## config.mk

```make
export PLATFORM = sky130hd
export DESIGN_NAME = bts_blend
export DESIGN_NICKNAME = d
export VERILOG_FILES = /design/src/rtl/core/bts_pkg.sv /design/src/rtl/core/bts_blend.sv
export SDC_FILE = /design/constraint.sdc
export NUM_CORES = 2
export LEC_CHECK = 0
export ABC_AREA = 0
export ABC_CLOCK_PERIOD_IN_PS = 18000
export CAP_MARGIN = 40
export CORE_MARGIN = 10
export CORE_UTILIZATION = 55
export CTS_CLUSTER_DIAMETER = 200
export DETAILED_ROUTE_END_ITERATION = 16
export DONT_BUFFER_PORTS = 1
export PLACE_DENSITY = 0.7
export SYNTH_ARGS = -nofsm -noshare
export SYNTH_HDL_FRONTEND = slang
export SYNTH_SLANG_ARGS = --single-unit
```

## constraint.sdc

```tcl
create_clock -name clk -period 18 [get_ports clk]
set_input_delay 2.7 -clock clk [delete_from_list [all_inputs] [get_ports clk]]
set_output_delay 2.7 -clock clk [all_outputs]
set_load 0.01 [all_outputs]
```

## src/rtl/core/bts_pkg.sv

```systemverilog
`default_nettype none

package bts_pkg;

    // Defaults for the top-level parameters
    localparam int DEF_MAX_WIDTH  = 256;
    localparam int DEF_MAX_HEIGHT = 256;
    localparam int DEF_FRAC_BITS  = 8;

    // Fixed field widths
    localparam int COORD_W   = 16;
    localparam int CHAN_W    = 8;
    localparam int TEXEL_W   = 4 * CHAN_W;
    localparam int OUT_W     = 16;
    localparam int DIM_W     = 9;
    localparam int NUM_BANKS = 4;

    // Wide enough for any cell index or image size over the parameter range
    localparam int IDX_CMP_W    = 17;
    // Wide enough for any bank address computation over the parameter range
    localparam int BADDR_CALC_W = 24;

    // Configuration port
    localparam int             CFG_ADDR_W       = 3;
    localparam int             CFG_DATA_W       = 32;
    localparam logic [0:0]     REG_IMAGE_WIDTH  = 1'b0;
    localparam logic [0:0]     REG_IMAGE_HEIGHT = 1'b1;
    localparam logic [DIM_W-1:0] DIM_RESET      = 9'd256;

    // Command codes
    localparam logic FUNC_WRITE  = 1'b0;
    localparam logic FUNC_SAMPLE = 1'b1;

    typedef struct packed {
        logic               func;
        logic [7:0]         texel_x;
        logic [7:0]         texel_y;
        logic [CHAN_W-1:0]  texel_red;
        logic [CHAN_W-1:0]  texel_green;
        logic [CHAN_W-1:0]  texel_blue;
        logic [CHAN_W-1:0]  texel_alpha;
        logic [COORD_W-1:0] sample_x;
        logic [COORD_W-1:0] sample_y;
    } bts_cmd_t;

    typedef struct packed {
        logic [OUT_W-1:0] out_red;
        logic [OUT_W-1:0] out_green;
        logic [OUT_W-1:0] out_blue;
        logic [OUT_W-1:0] out_alpha;
    } bts_result_t;

    // Parity of the four neighbours, picks the bank each one comes from
    typedef struct packed {
        logic x0;
        logic x1;
        logic y0;
        logic y1;
    } bts_par_t;

endpackage

`default_nettype wire

```

## src/rtl/core/bts_blend.sv

```systemverilog
`default_nettype none

module bts_blend #(
    parameter int FRAC_BITS = bts_pkg::DEF_FRAC_BITS
) (
    input  logic                         clk,
    input  logic                         rst_n,
    input  logic                         in_valid,
    input  logic [bts_pkg::TEXEL_W-1:0]  texel [bts_pkg::NUM_BANKS],
    input  logic [FRAC_BITS-1:0]         frac_u,
    input  logic [FRAC_BITS-1:0]         frac_v,
    output logic                         out_valid,
    output bts_pkg::bts_result_t         out_result
);
    import bts_pkg::*;

    localparam int WW = FRAC_BITS + 1;            // weight width
    localparam int TW = CHAN_W + FRAC_BITS;       // row blend width
    localparam int PW = TW + 1;                   // row blend product width
    localparam int SW = CHAN_W + 2 * FRAC_BITS;   // final sum width
    localparam int QW = SW + 1;                   // final product width
    localparam logic [WW-1:0] ONE_FIX = {1'b1, {FRAC_BITS{1'b0}}};

    logic                 a_valid_reg;
    logic [TW-1:0]        a_top_reg [4];
    logic [TW-1:0]        a_bot_reg [4];
    logic [FRAC_BITS-1:0] a_v_reg;
    logic [TW-1:0]        a_top_next [4];
    logic [TW-1:0]        a_bot_next [4];

    logic                 b_valid_reg;
    bts_result_t          b_result_reg;
    logic [OUT_W-1:0]     b_out_next [4];

    logic [WW-1:0]        wu0;
    logic [WW-1:0]        wu1;
    logic [WW-1:0]        wv0;
    logic [WW-1:0]        wv1;
    logic [SW-1:0]        sum [4];

    // Horizontal blend of the top and bottom rows
    always_comb
    begin
        wu1 = WW'(frac_u);
        wu0 = ONE_FIX - wu1;
        for (int ch = 0; ch < 4; ch++)
        begin
            a_top_next[ch] = TW'(PW'(texel[0][ch*CHAN_W +: CHAN_W]) * PW'(wu0)
                               + PW'(texel[1][ch*CHAN_W +: CHAN_W]) * PW'(wu1));
            a_bot_next[ch] = TW'(PW'(texel[2][ch*CHAN_W +: CHAN_W]) * PW'(wu0)
                               + PW'(texel[3][ch*CHAN_W +: CHAN_W]) * PW'(wu1));
        end
    end

    always_ff @(posedge clk or negedge rst_n)
    begin
        if (!rst_n)
        begin
            a_valid_reg <= 1'b0;
        end
        else
        begin
            a_valid_reg <= in_valid;
        end
    end

    always_ff @(posedge clk)
    begin
        a_top_reg <= a_top_next;
        a_bot_reg <= a_bot_next;
        a_v_reg   <= frac_v;
    end

    // Vertical blend; keep the top 16 bits, which is the value times 256
    always_comb
    begin
        wv1 = WW'(a_v_reg);
        wv0 = ONE_FIX - wv1;
        for (int ch = 0; ch < 4; ch++)
        begin
            sum[ch] = SW'(QW'(a_top_reg[ch]) * QW'(wv0) + QW'(a_bot_reg[ch]) * QW'(wv1));
            b_out_next[ch] = sum[ch][SW-1 -: OUT_W];
        end
    end

    always_ff @(posedge clk or negedge rst_n)
    begin
        if (!rst_n)
        begin
            b_valid_reg <= 1'b0;
        end
        else
        begin
            b_valid_reg <= a_valid_reg;
        end
    end

    always_ff @(posedge clk)
    begin
        b_result_reg.out_red   <= b_out_next[0];
        b_result_reg.out_green <= b_out_next[1];
        b_result_reg.out_blue  <= b_out_next[2];
        b_result_reg.out_alpha <= b_out_next[3];
    end

    assign out_valid  = b_valid_reg;
    assign out_result = b_result_reg;

endmodule

`default_nettype wire

```

==> flow_summary.json <==
{
  "vias_per_cell": 5.26,
  "port_buffers": 0,
  "synth_compound_area_share_pct": 2.96,
  "hold_viol": 0,
  "grt_pass1_wl_mm": 301,
  "synth_xor_area_share_pct": 2.76,
  "synth-simple-area-share_pct": 16.7,
  "crit_fanout": 130,
  "final_layout_size_suffix_gt1_share_pct": 1.66,
  "syn-num-nets": 10884,
  "setup_tns_ns": 0,
  "async_flop_share_pct": 0.990,
  "rsz0062_at_grt": "no",
  "timing.rr.start": "a_v_reg[1]$_DFF_P_",
  "hold_path_class": "reg -> reg",
  "syn_area_per_cell_um2": 8.98,
  "cts.path.max_buffers": 3,
  "dp_slack_ns": 8.35,
  "critical_path_arrival_ns": 9.63,
  "cts_resized": 0,
  "wl_mm": 180,
  "dieArea_um2": 150000,
  "syn_area_um2": 74100,
  "grt.overflow.total": 0,
  "outcome": "finished clean",
  "ant_nets": 0,
  "synth_edf_count": 0,
  "critical_path_class": "in -> reg",
  "grt_max_degree": 131,
  "grt_pass1_vias": 57098,
  "ys_ff_latch": 202,
  "post-route-drc-count": 0,
  "die_h_um": 387,
  "tightest_slew_ns": 0.943,
  "relSlewSlack_pct": 37.1,
  "layout_common_cells": "inv_1, fa_1, and2_1, nand2_1, ha_1",
  "cts.clk_slew.worst_paths_ns": 0.06,
  "reg2reg_depth": 26,
  "muxShareOfSynthArea_pct": 0.0135,
  "mostFrequentLayoutCell": "inv_1",
  "initial_core_util_pct": 55.5,
  "post-dp-hpwl_mm": 145,
  "dr.pass1.iters": 6,
  "maxCapViolCount": 0,
  "placed_cell_area_um2": 75700,
  "layout.cells.non_filler": 9800,
  "fin_area_um2": 76600,
  "cts_tree": "built",
  "hp-start": "a_valid_reg$_DFF_PN0_",
  "first_iter_violations": 2880,
  "clock-sinks": 202,
  "cp_data_required_time_ns": 18.53,
  "ioPinCount": 212,
  "antenna_found_initial": 7,
  "dp.cells": 9741,
  "yosysUniqueCellTypes": 62,
  "clock_latency_ns": 0.66,
  "synthAdderAreaFrac_pct": 59.1,
  "synth_ff_type": "dfxtp_1",
  "ys_seq_area_share_pct": 5.47,
  "maxSlewViolCount": 0,
  "postCtsSetupBuffers": 0,
  "synth_top_family_by_area": "adder cells",
  "setup_ws_ns": 8.91,
  "fmax_mhz": 110,
  "ctsHoldBuffers": 0,
  "holdPathEnd": "out_valid$_DFF_PN0_",
  "end_kind": "flop",
  "layout.nets": 10638,
  "area_growth_pct": 3.40,
  "fillCellCount": 11821,
  "coreArea_um2": 134000,
  "num_vias": 51556,
  "dieWidth_um": 387,
  "htree_levels": 1,
  "setup_viol": 0,
  "gp_congestion": 0.860,
  "fin_crit_ns": 9.09,
  "critPathLaunchType": "input port",
  "min_delay_path_depth": 0,
  "finClkSkew_ns": 0.0447,
  "grtUsageTotal_pct": 24.8,
  "synth.yosys.warnings": 0,
  "rr_endpoint": "out_result[58]$_DFF_P_",
  "wl_per_cell_um": 18.4,
  "ff2ff_setup_slack_ns": 9.64,
  "worstSetupStartpoint": "frac_u[0]",
  "cts-root-buf": "clkbuf_16",
  "synth_cells": 8251,
  "period_share_pct": 50.5,
  "cts-buffers-inserted": 30,
  "rows": 134
}
-- stage by stage --
stage	util [%]	hold WS, ns
floorplan	-	0.331
global placement	56.5	0.344
detailed placement	56.6	0.342
CTS	57.3	0.366
global route	57.3	0.371
finish	57.3	0.360
-- synth_stat cells (all sizes together) (5+ instances only) --
| cell | number | share of area (%) |
|---|---|---|
| o41ai | 6 | 0.081 |
| or4 | 7 | 0.071 |
| nor2 | 80 | 0.41 |
| a211o | 9 | 0.11 |
| a31oi | 8 | 0.068 |
| dfxtp | 200 | 5.4 |
| a2111oi | 5 | 0.069 |
| ha | 798 | 13 |
| nand2 | 1061 | 5.4 |
| and2 | 1155 | 9.8 |
| inv | 2241 | 11 |
| a21oi | 100 | 0.68 |
| and3 | 15 | 0.13 |
| o21ai | 49 | 0.33 |
| o31ai | 14 | 0.14 |
| nand2b | 20 | 0.17 |
| nand4 | 14 | 0.12 |
| o21bai | 12 | 0.12 |
| a211oi | 15 | 0.15 |
| a41o | 6 | 0.081 |
| nor4 | 8 | 0.068 |
| or3 | 5 | 0.042 |
| buf | 89 | 0.45 |
| nand3 | 21 | 0.14 |
| fa | 1688 | 46 |
| xnor2 | 174 | 2.1 |
| nor3 | 20 | 0.14 |
| a21o | 45 | 0.46 |
| clkbuf | 231 | 1.2 |
| o21a | 29 | 0.29 |
| nor2b | 18 | 0.15 |
| xor2 | 59 | 0.70 |
-- worst max-delay path: stages --
cell      delay [ns]
nor3_1          0.35
nand2b_1        0.13
nor2_1          0.18
xnor2_2         0.28
buf_4           0.77
nand2_1         0.18
fa_1            0.54
inv_1           0.06
fa_1            0.56
fa_1            0.45
fa_1            0.54
inv_1           0.05
fa_1            0.45
fa_1            0.49
inv_1           0.04
ha_1            0.34
a21oi_1         0.16
o21ai_0         0.15
a41o_1          0.30
o31ai_1         0.50
nor2_1          0.10
a211oi_1        0.20
-- metal layers --
layer / GRT usage (%) / part of all wire (%) / vias to the layer above
li1: - / - / 23192
met1: 33.7 / 43 / 26668
met2: 41.4 / 47 / 1449
met3: 3.83 / 6.5 / 245
met4: 6.33 / 2.9 / 2
met5: 0 / 0.0072 / -
-- cells by family after synthesis --
| logic type | after synthesis |
|---|---|
| DFF | 202 |
| AOI/OAI and AO/OA | 330 |
| buffers and inverters | 2561 |
| muxes | 1 |
| xor gates and xnor gates | 233 |
| and+or+nand+nor | 2438 |
| adders and majority gates | 2486 |
-- area by class of cell --
type                            instances  area, µm²  share of cell area (%)
Inverter                             2241       8410                    11.0
Clock buffer                           36        803                    1.05
Sequential cell                       202       4070                    5.31
Clock inverter                         19        159                   0.207
Antenna cell                            4       10.0                  0.0131
Tap cell                             1768       2210                    2.89
Timing Repair Buffer                   42        393                   0.513
Multi-Input combinational cell       5488      60600                    79.0
-- how the worst max path moves through the flow --
stage | endpoint | slack, ns | cells after the start
2_1_floorplan | a_top_reg[31]$_DFF_P_ | 8.51 | 26
3_3_place_gp | a_top_reg[63]$_DFF_P_ | 8.48 | 22
3_5_place_dp | a_top_reg[63]$_DFF_P_ | 8.35 | 22
4_1_cts | a_top_reg[63]$_DFF_P_ | 9.04 | 22
5_1_grt | a_top_reg[63]$_DFF_P_ | 8.65 | 22
6_report | a_top_reg[47]$_DFF_P_ | 8.91 | 22
Power is not shown: default switching activity piles up to over one toggle a cycle in this logic, so the estimate is an artifact.
